--- config.mk ---
export PLATFORM = sky130hd
export DESIGN_NAME = hpt_queue
export DESIGN_NICKNAME = d
export VERILOG_FILES = /design/src/sv/hpt_pkg.sv /design/src/sv/hpt_queue.sv
export SDC_FILE = /design/constraint.sdc
export NUM_CORES = 1
export LEC_CHECK = 0
export BUFFER_PORTS_ARGS = -buffer_cell sky130_fd_sc_hd__buf_4
export CELL_PAD_IN_SITES_DETAIL_PLACEMENT = 0
export CELL_PAD_IN_SITES_GLOBAL_PLACEMENT = 1
export CORE_MARGIN = 4
export CORE_UTILIZATION = 30
export DETAILED_ROUTE_END_ITERATION = 6
export PLACE_DENSITY_LB_ADDON = 0.1
export SLEW_MARGIN = 20
export SYNTH_ARGS = -nofsm -noshare
export SYNTH_HDL_FRONTEND = slang
export SYNTH_SLANG_ARGS = --single-unit
--- constraint.sdc ---
create_clock -name clk -period 12.5 [get_ports clk]
set_clock_uncertainty 0.15 [all_clocks]
set_input_delay 0.625 -clock clk [delete_from_list [all_inputs] [get_ports clk]]
set_output_delay 0.625 -clock clk [all_outputs]
set_load 0.01 [all_outputs]
--- src/sv/hpt_pkg.sv ---
`timescale 1ns / 1ps
`default_nettype none
// shared types, widths and arithmetic helpers for the homogeneous point transform
// no dependencies
package hpt_pkg;

	localparam int COORD_W     = 32;
	localparam int COEF_W      = 16;
	localparam int ROW_W       = 64;
	localparam int NUM_ROWS    = 4;
	localparam int NUM_LANES   = 3;
	localparam int PROD_W      = COORD_W + COEF_W;
	localparam int ACC_W       = 50;
	localparam int MAG_W       = ACC_W - 1;
	localparam int REM_W       = MAG_W + 1;
	localparam int FRAC_SH     = 16;
	localparam int PASS_SH     = 8;
	localparam int PASS_W      = MAG_W - PASS_SH;
	localparam int Q_W         = 32;
	localparam int DIV_STAGES  = Q_W;
	localparam int QUEUE_DEPTH = 4;
	localparam int QPTR_W      = 2;
	localparam int QCNT_W      = 3;
	localparam int CFG_IDX_W   = 8;

	localparam logic [ROW_W-1:0] ROW0_RESET = 64'h0000_0000_0000_0100;
	localparam logic [ROW_W-1:0] ROW1_RESET = 64'h0000_0000_0100_0000;
	localparam logic [ROW_W-1:0] ROW2_RESET = 64'h0000_0100_0000_0000;
	localparam logic [ROW_W-1:0] ROW3_RESET = 64'h0100_0000_0000_0000;

	localparam logic [COORD_W-1:0] SAT_MAX = 32'h7FFF_FFFF;
	localparam logic [COORD_W-1:0] SAT_MIN = 32'h8000_0000;

	typedef struct packed {
		logic signed [COORD_W-1:0] in_x;
		logic signed [COORD_W-1:0] in_y;
		logic signed [COORD_W-1:0] in_z;
	} in_word_t;

	typedef struct packed {
		logic signed [COORD_W-1:0] out_x;
		logic signed [COORD_W-1:0] out_y;
		logic signed [COORD_W-1:0] out_z;
		logic                      w_was_zero;
		logic                      clipped;
	} out_word_t;

	typedef logic [NUM_ROWS-1:0][ROW_W-1:0] matrix_t;
	typedef logic [NUM_ROWS-1:0][ACC_W-1:0] acc_word_t;

	typedef struct packed {
		logic full;
		logic empty;
	} queue_stat_t;

	typedef struct packed {
		logic [REM_W-1:0] rem;
		logic [Q_W-1:0]   low;
		logic [Q_W-1:0]   quo;
	} lane_t;

	typedef struct packed {
		logic                               wz;
		logic [MAG_W-1:0]                   den;
		logic [NUM_LANES-1:0]               neg;
		logic [NUM_LANES-1:0]               ovf;
		logic [NUM_LANES-1:0][COORD_W-1:0]  pass;
		logic [NUM_LANES-1:0]               pclip;
	} side_t;

	function automatic logic [MAG_W-1:0] mag_of(input logic [ACC_W-1:0] a);
		logic [ACC_W-1:0] n;
		begin
			n = ACC_W'(0) - a;
			mag_of = a[ACC_W-1] ? n[MAG_W-1:0] : a[MAG_W-1:0];
		end
	endfunction

	// returns {clip, value}
	function automatic logic [COORD_W:0] sat_q(input logic neg, input logic [PASS_W-1:0] m);
		logic [COORD_W-1:0] v;
		begin
			v = COORD_W'(0) - m[COORD_W-1:0];
			if (neg) begin
				if (m > PASS_W'(SAT_MIN))
					sat_q = {1'b1, SAT_MIN};
				else
					sat_q = {1'b0, v};
			end else begin
				if (m > PASS_W'(SAT_MAX))
					sat_q = {1'b1, SAT_MAX};
				else
					sat_q = {1'b0, m[COORD_W-1:0]};
			end
		end
	endfunction

	// one restoring step, one quotient bit
	function automatic lane_t div_step(input lane_t l, input logic [MAG_W-1:0] den);
		logic [REM_W-1:0] t;
		logic [REM_W-1:0] d;
		lane_t r;
		begin
			t = {l.rem[REM_W-2:0], l.low[Q_W-1]};
			d = REM_W'(den);
			r.low = {l.low[Q_W-2:0], 1'b0};
			if (t >= d) begin
				r.rem = t - d;
				r.quo = {l.quo[Q_W-2:0], 1'b1};
			end else begin
				r.rem = t;
				r.quo = {l.quo[Q_W-2:0], 1'b0};
			end
			div_step = r;
		end
	endfunction

endpackage
`default_nettype wire

--- src/sv/hpt_queue.sv ---
`timescale 1ns / 1ps
`default_nettype none
// short word queue between front and back ends
// depends on hpt_pkg
module hpt_queue (
	input  wire logic               clk,
	input  wire logic               arst_n,
	input  wire logic               push,
	input  wire hpt_pkg::acc_word_t push_word,
	input  wire logic               pop,
	output hpt_pkg::acc_word_t      head_word,
	output hpt_pkg::queue_stat_t    qstat
);

	hpt_pkg::acc_word_t mem_q [hpt_pkg::QUEUE_DEPTH];
	logic [hpt_pkg::QPTR_W-1:0] wr_q, rd_q;
	logic [hpt_pkg::QCNT_W-1:0] cnt_q;

	assign qstat.full  = (cnt_q == hpt_pkg::QCNT_W'(hpt_pkg::QUEUE_DEPTH));
	assign qstat.empty = (cnt_q == '0);
	assign head_word   = mem_q[rd_q];

	always_ff @(posedge clk or negedge arst_n) begin
		if (!arst_n) begin
			wr_q  <= '0;
			rd_q  <= '0;
			cnt_q <= '0;
		end else begin
			if (push)
				wr_q <= wr_q + 1'b1;
			if (pop)
				rd_q <= rd_q + 1'b1;
			if (push && !pop)
				cnt_q <= cnt_q + 1'b1;
			else if (pop && !push)
				cnt_q <= cnt_q - 1'b1;
		end
	end

	always_ff @(posedge clk) begin
		if (push)
			mem_q[wr_q] <= push_word;
	end

endmodule
`default_nettype wire

* After elaboration in Yosys (flattened, before gate mapping)
Memories as Yosys holds them, arrays and structs flattened. Index checks and enable logic that the tools add are counted.
Cells by class: eq/ne operators 1, $add $sub $neg 4, reduce and logical (&&, ||, !) cells 6, multiplexer cells 4
Operators with widths (count):
- $mux 3 | 2
- $add 2x1->2 const B | 2
- $add 3x1->3 const B | 1
- $eq 3x3->1 const B | 1
- $logic_not 3->1 | 1
- $sub 3x1->3 const B | 1
- $logic_and 1x1->1 | 2
- $logic_not 1->1 | 2
- $mux 1 | 2
- $reduce_bool 2->1 | 1
Storage, ports and cells: bits in writable memories 800, output and inout bits 202, memories 1, flip-flop bits (word level) 7, input bits 204
Memories:
- mem_q | words 4, width 200, rd ports 1, clocked after memory_dff 0, write ports 1, RTL line hpt_queue.sv:15 | hpt_pkg::acc_word_t mem_q [hpt_pkg::QUEUE_DEPTH];

* Logic depth before layout (Yosys ltp)
Gate-level depths: netlist of run 1.
depth after elaboration 4, mapped depth 7

* Worst setup path before layout of run 1
OpenSTA, ideal clock, no wires.
path kind register to register, from register wr_q[0] (netlist name), to memory mem_q[2][0] (netlist name), enable pin, arrival time 5.164 ns, setup time 0.585 ns, cell stages (with the launch flop) 4, data required time 11.765 ns, path buffers 0, path slack 6.601 ns, cell sequence dfrtp_1 -> inv_1 -> ha_1 -> and2_1
RTL lines:
- start, declared | RTL line hpt_queue.sv:16 | logic [hpt_pkg::QPTR_W-1:0] wr_q, rd_q;
- start signal, assigned | RTL line hpt_queue.sv:30 | wr_q <= wr_q + 1'b1;
- end, declared | RTL line hpt_queue.sv:15
Straight into the memory's write port.

==> reports/summary.json, run 1 <==
{
  "synth_top_flop_cell": {"value": "sky130_fd_sc_hd__edfxtp_1"},
  "timing.critical_path.from_type": {"value": "flip-flop"},
  "filler_cell_count": {"value": 8692},
  "pwr-share-seq": {"value": 41.3, "unit": "%"},
  "total_grt_overflow": {"value": 0},
  "vias_in_the_first_global_route": {"value": 15332},
  "share_of_layout_cells_above_drive_strength_1": {"value": 41.86, "unit": "%"},
  "syn-cell-area": {"value": 29370, "unit": "µm²"},
  "clk-insertion-delay-late": {"value": 0.64, "unit": "ns"},
  "ys_seq_area_share": {"value": 82.40, "unit": "%"},
  "status": {"value": "finished clean"},
  "dpl_cell_area": {"value": 33750, "unit": "µm²"},
  "grt_pass1_wl": {"value": 101.3, "unit": "mm"},
  "ys_top_cells_by_area": {"value": "sky130_fd_sc_hd__edfxtp_1 (82%), sky130_fd_sc_hd__mux4_2 (15%), sky130_fd_sc_hd__buf_12 (0.75%)"},
  "clock_power_share": {"value": 28.7, "unit": "%"},
  "dp.final_hpwl": {"value": 41.12, "unit": "mm"},
  "finalSetupViolations": {"value": 0},
  "setup-tns-final": {"value": 0, "unit": "ns"},
  "crit_path_end_kind": {"value": "output port"},
  "totalWireLength": {"value": 68.03, "unit": "mm"},
  "finalInstanceArea": {"value": 38690, "unit": "µm²"},
  "clock_buffers_created_by_tritoncts": {"value": 91},
  "fp.coreArea": {"value": 96850, "unit": "µm²"},
  "postSynthCellCount": {"value": 1079},
  "regToRegStartpoint": {"value": "wr_q[1]$_DFFE_PN0P_"},
  "syn_nets": {"value": 1289},
  "timing_worst_setup_path_type": {"value": "flip-flop to output port"},
  "port-buffer-count": {"value": 405},
  "rr_worst_depth": {"value": 6},
  "floorplan.die.height": {"value": 320.9, "unit": "µm"},
  "synth_warnings": {"value": 0},
  "synth.ff_latch_count": {"value": 807},
  "yosysTopAreaCellShare": {"value": 81.80, "unit": "%"},
  "max_freq": {"value": 0.2177, "unit": "GHz"},
  "power.combinational.fraction": {"value": 29.9, "unit": "%"},
  "drv_cap": {"value": 0},
  "cts_root_buf": {"value": "sky130_fd_sc_hd__clkbuf_16"},
  "drt_iter0_markers": {"value": 704},
  "final.period_utilization": {"value": 36.75, "unit": "%"},
  "design.die.area": {"value": 103000, "unit": "µm²"},
  "clk_slew_on_worst_s_h_paths": {"value": 0.06, "unit": "ns"},
  "synth.most_common_cell": {"value": "sky130_fd_sc_hd__edfxtp_1"},
  "grt_setup_unrepaired": {"value": "no"},
  "synth.distinct_cells": {"value": 19},
  "drtPass1Iterations": {"value": 4},
  "p_int": {"value": 0.006397, "unit": "W"},
  "initial_utilization": {"value": 30.32, "unit": "%"},
  "drc": {"value": 0},
  "ctsLongestPathBuffers": {"value": 3},
  "io-pin-count": {"value": 406},
  "arrival": {"value": 3.82, "unit": "ns"},
  "crit_path_start": {"value": "rd_q[1]$_DFFE_PN0P_"},
  "switchingPower": {"value": 0.002573, "unit": "W"},
  "rr_endpoint": {"value": "mem_q[1][78]$_DFFE_PP_"},
  "placement_rows": {"value": 114},
  "drtAntennaViolNets": {"value": 0},
  "crit_required": {"value": 11.73, "unit": "ns"},
  "drt-wirelength-per-cell": {"value": 21.88, "unit": "µm"},
  "period_needed": {"value": 4.594, "unit": "ns"},
  "hold_viol_final": {"value": 0},
  "area_growth": {"value": 31.76, "unit": "%"},
  "sw_frac_of_total": {"value": 28.68, "unit": "%"},
  "placed_cells": {"value": 2737},
  "total_vias_in_the_final_route": {"value": 13816},
  "cellPowerDensity": {"value": 231.8, "unit": "nW/µm²"},
  "synth.largest_area_cell": {"value": "sky130_fd_sc_hd__edfxtp_1"},
  "synth-edff-count": {"value": 800},
  "gr-usage-all-layers": {"value": 13.25, "unit": "%"},
  "post_synth.cell_area_avg": {"value": 27.22, "unit": "µm²"},
  "peakVddDrop": {"value": 137.3, "unit": "µV"},
  "slew_headroom": {"value": 33.68, "unit": "%"},
  "timing.critical_path.fanout_max": {"value": 56},
  "gp_routability_congestion": {"value": 0.6729},
  "die_w": {"value": 320.9, "unit": "µm"},
  "clock-sinks": {"value": 807},
  "tightest_slew": {"value": 0.9948, "unit": "ns"},
  "setup.reg_to_reg.worst_slack": {"value": 8.67, "unit": "ns"},
  "synth_common_cells": {"value": "sky130_fd_sc_hd__edfxtp_1 (800), sky130_fd_sc_hd__mux4_2 (200), sky130_fd_sc_hd__buf_2 (21)"},
  "share_of_flip_flops_with_an_asynchronous_set_or_reset": {"value": 0.8674, "unit": "%"},
  "crit_end": {"value": "head_word[77]"},
  "number_of_antenna_violations_at_the_first_check_in_global_routing": {"value": 8},
  "min_path_type": {"value": "primary input to flip-flop"},
  "cts_tree": {"value": "built"},
  "post_route_core_utilization": {"value": 39.95, "unit": "%"},
  "static-leakage-power": {"value": 13.16, "unit": "nW"},
  "vias_per_cell": {"value": 4.444},
  "post_layout_nonfiller_instances": {"value": 3109},
  "cts_htree_levels": {"value": 3},
  "grt_start_max_net_pins": {"value": 84},
  "layout.nets": {"value": 1965},
  "slew_violations": {"value": 0}
}
critical path, stage by stage, from the launching register on:
cell and delay (ns):
sky130_fd_sc_hd__dfrtp_4 0.82, sky130_fd_sc_hd__buf_4 0.82, sky130_fd_sc_hd__buf_4 0.78, sky130_fd_sc_hd__mux4_2 0.44, sky130_fd_sc_hd__buf_4 0.16
per-stage QoR:
stage                     total power, W  setup WS [ns]  hold slack [ns]
final                           0.008970          7.906          0.07648
after global placement          0.006513          8.408           0.2944
after CTS                       0.009211          7.701         0.002613
after floorplan                 0.005362          6.601           0.1794
after detailed placement        0.006519          8.422           0.2976
after global routing            0.009464          7.647          0.04171
per-layer routing:
layer,vias to the layer above,global-route usage [%],routed length (µm),share of wire (%)
met5,-,0,22,0.032
met4,4,3.938,1691,2.5
met3,113,4.719,4979,7.3
met2,345,21.69,33140,49
met1,7272,16.67,28190,41
li1,6082,-,-,-
layout by cell type, fill, tap and decap left out, drive strengths merged, types with 3 or more instances in the layout:
cell / n
ha: 5
clkinv: 42
clkbuf: 108
dlygate4sd3: 201
xor2: 4
dfrtp: 7
and2: 4
inv: 6
edfxtp: 800
diode: 8
clkinvlp: 3
bufinv: 8
mux4: 200
buf: 427
cell families after synthesis:
| group | count (synthesis) | synth area share (%) |
|---|---|---|
| AO/OA/AOI/OAI | 1 | 0.01703 |
| XOR/XNOR | 6 | 0.1789 |
| adder cells (fa/ha/maj) | 6 | 0.2812 |
| buffers and inverters | 49 | 1.581 |
| flip-flops | 807 | 82.40 |
| multiplexers | 201 | 15.38 |
| AND/OR/NAND/NOR | 9 | 0.1661 |
power groups by stage:
| stage | sequential, W | clock (W) | combinational (W) |
|---|---|---|---|
| 2_1_floorplan | 0.00377 | 0 | 0.00160 |
| 3_3_place_gp | 0.00376 | 0 | 0.00275 |
| 3_5_place_dp | 0.00378 | 0 | 0.00274 |
| 4_1_cts | 0.00372 | 0.00268 | 0.00281 |
| 5_1_grt | 0.00375 | 0.00280 | 0.00290 |
| 6_report | 0.00371 | 0.00258 | 0.00269 |
flip-flops by register name, indices dropped and copies added, names as in the netlist:
register and count:
cnt_q 3, mem_q 800, rd_q 2, wr_q 2
cell type report:
| cell class | instances | area (µm²) | area share, % |
|---|---|---|---|
| repair buffers | 628 | 5230 | 13.52 |
| inverters | 4 | 15.01 | 0.03880 |
| well taps | 1276 | 1597 | 4.126 |
| flip-flops and latches | 807 | 24210 | 62.56 |
| clock buffers | 108 | 2446 | 6.322 |
| multi-input cells | 223 | 4715 | 12.18 |
| diodes | 8 | 20.02 | 0.05174 |
| clock inverters | 55 | 466.7 | 1.206 |
worst min path at each step:
stage	slack, ns	depth (start not counted)	start	endpoint
2_1_floorplan	0.18	0	arst_n	cnt_q[0]$_DFFE_PN0P_
3_3_place_gp	0.29	1	arst_n	cnt_q[2]$_DFFE_PN0P_
3_5_place_dp	0.30	1	arst_n	cnt_q[2]$_DFFE_PN0P_
4_1_cts	0.003	2	push	wr_q[0]$_DFFE_PN0P_
5_1_grt	0.04	2	push	wr_q[0]$_DFFE_PN0P_
6_report	0.08	2	push	wr_q[0]$_DFFE_PN0P_
repair_timing:
item	CTS	global route
hold buffers	201	0
hold endpoints to repair	804	0
setup buffers	0	0
gates resized for setup	0	0
(Power assumes the default switching activity.)
==> run 2, diff against run 1 <==
Settings changed: ABC_AREA set to 1.
Clock period 12.5 ns to 4.77 ns, I/O delays scaled along.
==> run 2 against run 1 <==
Final cell count rose by 44%; register-to-register slack got worse by 6.4 ns; critical path depth did not move; clock power rose to 2.9 times the previous value; non-clock buffer count rose by 5; largest power group unchanged; sequential share of layout area fell by 4.5 points; synthesized cell count rose by 120%; clock-buffer cell count rose by 6; flip-flop and latch count did not move; synthesized area rose by 10%.
==> reports/summary.json, run 2 <==
{
  "max_flop_register": {"value": "mem_q"},
  "critical_path.n_buffers_inverters": {"value": 2},
  "syn_nets": {"value": 2591},
  "vias_in_the_first_global_route": {"value": 19856},
  "cp_slowest_cell": {"value": "sky130_fd_sc_hd__dfrtp_4"},
  "finalSetupViolations": {"value": 0},
  "switchingPower": {"value": 0.008978, "unit": "W"},
  "number_of_post_cts_setup_repair_buffers": {"value": 0},
  "ys_top_cells_by_area": {"value": "sky130_fd_sc_hd__edfxtp_1 (74%), sky130_fd_sc_hd__o211ai_1 (9.3%), sky130_fd_sc_hd__nand2_1 (7.1%)"},
  "synth.largest_area_cell": {"value": "sky130_fd_sc_hd__edfxtp_1"},
  "number_of_antenna_violations_at_the_first_check_in_global_routing": {"value": 15},
  "clock_power_share": {"value": 28.5, "unit": "%"},
  "clk_slew_on_worst_s_h_paths": {"value": 0.06, "unit": "ns"},
  "yosys.area_share.adder": {"value": 0.2557, "unit": "%"},
  "design.die.area": {"value": 113000, "unit": "µm²"},
  "fp.coreArea": {"value": 106900, "unit": "µm²"},
  "crit_path_end_kind": {"value": "output port"},
  "mostFrequentLayoutCells": {"value": "sky130_fd_sc_hd__edfxtp_1 (800), sky130_fd_sc_hd__nand2_1 (613), sky130_fd_sc_hd__buf_4 (412), sky130_fd_sc_hd__inv_1 (407), sky130_fd_sc_hd__o211ai_1 (400)"},
  "post_synth_and_or_nand_nor_area_fraction": {"value": 7.191, "unit": "%"},
  "synth_top_flop_cell": {"value": "sky130_fd_sc_hd__edfxtp_1"},
  "max_freq": {"value": 0.2839, "unit": "GHz"},
  "crit_required": {"value": 4.38, "unit": "ns"},
  "synth.ff_latch_count": {"value": 807},
  "slew_violations": {"value": 0},
  "gp_routability_congestion": {"value": 0.7294},
  "arrival": {"value": 3.13, "unit": "ns"},
  "die_w": {"value": 336.1, "unit": "µm"},
  "largestRegisters": {"value": "mem_q: 800 flops, cnt_q: 3 flops"},
  "share_of_flip_flops_with_an_asynchronous_set_or_reset": {"value": 0.8674, "unit": "%"},
  "slew_headroom": {"value": 33.82, "unit": "%"},
  "crit_path_max_incr_delay": {"value": 1.06, "unit": "ns"},
  "tightest_slew": {"value": 0.9927, "unit": "ns"},
  "worst_path_most_repeated_cell": {"value": "sky130_fd_sc_hd__buf_4"},
  "hold_viol_final": {"value": 0},
  "grt_start_max_net_pins": {"value": 125},
  "cts_tree": {"value": "built"},
  "gr-usage-all-layers": {"value": 14.38, "unit": "%"},
  "clock-sinks": {"value": 807},
  "syn-cell-area": {"value": 32290, "unit": "µm²"},
  "synth-edff-count": {"value": 800},
  "share_of_layout_cells_above_drive_strength_1": {"value": 18.96, "unit": "%"},
  "timing.critical_path.fanout_max": {"value": 60},
  "largest_reg_flops": {"value": 800},
  "p_int": {"value": 0.01725, "unit": "W"},
  "grt_pass1_wl": {"value": 122.8, "unit": "mm"},
  "drc": {"value": 0},
  "filler_cell_count": {"value": 10106},
  "ctsLongestPathBuffers": {"value": 3},
  "total_vias_in_the_final_route": {"value": 19570},
  "postSynthCellCount": {"value": 2381},
  "drtPass1Iterations": {"value": 5},
  "yosysTopAreaCellShare": {"value": 74.39, "unit": "%"},
  "critical-path-top-delay-family": {"value": "flip-flops"},
  "cellPowerDensity": {"value": 628.6, "unit": "nW/µm²"},
  "ys_seq_area_share": {"value": 74.94, "unit": "%"},
  "layout.nets": {"value": 3188},
  "setup-tns-final": {"value": 0, "unit": "ns"},
  "clk-insertion-delay-late": {"value": 0.64, "unit": "ns"},
  "post_synth.cell_area_avg": {"value": 13.56, "unit": "µm²"},
  "final.period_utilization": {"value": 73.84, "unit": "%"},
  "layout.cells.most_common": {"value": "sky130_fd_sc_hd__edfxtp_1"},
  "pwr-share-seq": {"value": 37.3, "unit": "%"},
  "power.combinational.fraction": {"value": 34.3, "unit": "%"},
  "drtAntennaViolNets": {"value": 0},
  "initial_utilization": {"value": 30.21, "unit": "%"},
  "cts_resized": {"value": 0},
  "port-buffer-count": {"value": 405},
  "io-pin-count": {"value": 406},
  "grt_setup_unrepaired": {"value": "no"},
  "post_layout_nonfiller_instances": {"value": 4473},
  "synth.most_common_cell": {"value": "sky130_fd_sc_hd__edfxtp_1"},
  "peakVddDrop": {"value": 544.3, "unit": "µV"},
  "fin_worst_hold_slack": {"value": 0.1808, "unit": "ns"},
  "placement_rows": {"value": 120},
  "cts_root_buf": {"value": "sky130_fd_sc_hd__clkbuf_16"},
  "post_synth_xor_area_fraction": {"value": 0.1085, "unit": "%"},
  "complex_gate_fraction_of_the_synthesized_area": {"value": 9.315, "unit": "%"},
  "timing.critical_path.from_type": {"value": "flip-flop"},
  "synth_warnings": {"value": 0},
  "min_path_type": {"value": "primary input to flip-flop"},
  "drv_cap": {"value": 0},
  "cp_cell_sequence": {"value": "buf_4 -> o211ai_1 -> nand2_1 -> buf_4"},
  "vias_per_cell": {"value": 4.375},
  "synth_common_cells": {"value": "sky130_fd_sc_hd__edfxtp_1 (800), sky130_fd_sc_hd__nand2_1 (613), sky130_fd_sc_hd__inv_1 (412)"},
  "period_needed": {"value": 3.522, "unit": "ns"},
  "drt-wirelength-per-cell": {"value": 18.45, "unit": "µm"},
  "sw_frac_of_total": {"value": 34.22, "unit": "%"},
  "cts_htree_levels": {"value": 3},
  "post_synth_mux_area_share": {"value": 0, "unit": "%"},
  "area_growth": {"value": 29.22, "unit": "%"},
  "clock_buffers_created_by_tritoncts": {"value": 96},
  "synth.distinct_cells": {"value": 16},
  "dp.final_hpwl": {"value": 46.43, "unit": "mm"},
  "status": {"value": "finished clean"},
  "synth_top_family_by_area": {"value": "compound AO/OA/AOI/OAI gates"},
  "static-leakage-power": {"value": 16.35, "unit": "nW"},
  "totalWireLength": {"value": 82.52, "unit": "mm"},
  "drt_iter0_markers": {"value": 898},
  "placed_cells": {"value": 4079},
  "timing_worst_setup_path_type": {"value": "flip-flop to output port"},
  "floorplan.die.height": {"value": 336.1, "unit": "µm"},
  "total_grt_overflow": {"value": 0}
}
## run 2: changes by cell type in the layout (fill, tap and decap cells not counted), moves of 4 or more
cell                         before  now
sky130_fd_sc_hd__buf_4          426  412
sky130_fd_sc_hd__and2_4           4    0
sky130_fd_sc_hd__clkinvlp_4       3    7
sky130_fd_sc_hd__bufinv_16        8   16
sky130_fd_sc_hd__nand2_1          2  613
sky130_fd_sc_hd__clkbuf_1        11   16
sky130_fd_sc_hd__o211ai_1         0  400
sky130_fd_sc_hd__inv_1            4  407
sky130_fd_sc_hd__buf_12           1   17
sky130_fd_sc_hd__mux4_2         200    0
## run 2: final timing paths
| kind | startpoint | end | slack (ns) | cells after the start |
|---|---|---|---|---|
| setup / recovery | rd_q[1]$_DFFE_PN0P_ | head_word[23] | 1.25 | 4 |
| hold / removal | push_word[167] | mem_q[2][167]$_DFFE_PP_ | 0.18 | 2 |
| setup reg to reg | wr_q[0]$_DFFE_PN0P_ | mem_q[2][15]$_DFFE_PP_ | 2.27 | 5 |
| hold reg to reg | cnt_q[2]$_DFFE_PN0P_ | cnt_q[2]$_DFFE_PN0P_ | 0.36 | 2 |
| max in group asynchronous | arst_n | rd_q[1]$_DFFE_PN0P_ | 3.74 | 3 |
| min in group asynchronous | arst_n | cnt_q[2]$_DFFE_PN0P_ | 0.43 | 3 |
## run 2: kinds of logic (layout without fill, tap and decap cells)
| kind of cell | count (synthesis) | after routing |
|---|---|---|
| DFF | 807 | 807 |
| and+or+nand+nor | 617 | 617 |
| buffers and inverters | 546 | 1224 |
| AOI/OAI and AO/OA | 401 | 401 |
| adders and majority gates | 6 | 6 |
| xor gates and xnor gates | 4 | 4 |
| other | 0 | 11 |
## run 2: metal layers
layer / vias up / wire length (µm) / track usage, %
met5: - / 77 / 0
met4: 12 / 1907 / 3.715
met3: 125 / 5409 / 4.542
met2: 400 / 40260 / 24.81
met1: 9499 / 34870 / 17.49
li1: 9534 / - / -
## run 2: worst register-to-register path, stage by stage (launching register included)
cell                         delay [ns]
sky130_fd_sc_hd__dfrtp_1           0.41
sky130_fd_sc_hd__inv_1             0.08
sky130_fd_sc_hd__ha_1              0.19
sky130_fd_sc_hd__nand2_1           0.09
sky130_fd_sc_hd__clkinvlp_4        0.65
sky130_fd_sc_hd__buf_12            0.52
## run 2: layout make-up
type	count	area [µm²]	share of cell area [%]
antenna	11	27.53	0.06596
timing repair buffer	633	5475	13.12
inverter	412	1567	3.754
clock inverter	65	738.2	1.769
sequential	807	24210	58.01
clock buffer	114	2512	6.021
tap	1403	1755	4.207
multi-input combinational	1028	5448	13.06
## run 2: through the flow
step	power, W	utilization (%)	instance area (µm²)	setup WS, ns
6_report	0.02623	39.03	41730	1.248
5_1_grt	0.02796	39.02	41710	0.9451
2_1_floorplan	0.01520	-	32310	0.5318
3_5_place_dp	0.01913	34.06	36410	1.794
4_1_cts	0.02689	39.01	41700	1.050
3_3_place_gp	0.01907	34.06	36410	1.794
## run 2: what timing repair did
item,4_1_cts,5_1_grt
setup endpoints to repair,0,0
endpoints found under the hold margin,814,0
hold buffers,204,0
## run 2: power groups by stage
stage               Sequential, W  Clock, W  Combinational [W]
floorplan                 0.00979         0            0.00542
global placement          0.00991         0            0.00916
detailed placement        0.00994         0            0.00919
CTS                       0.00980   0.00773            0.00936
global route              0.00989   0.00805             0.0100
finish                    0.00977   0.00747            0.00899
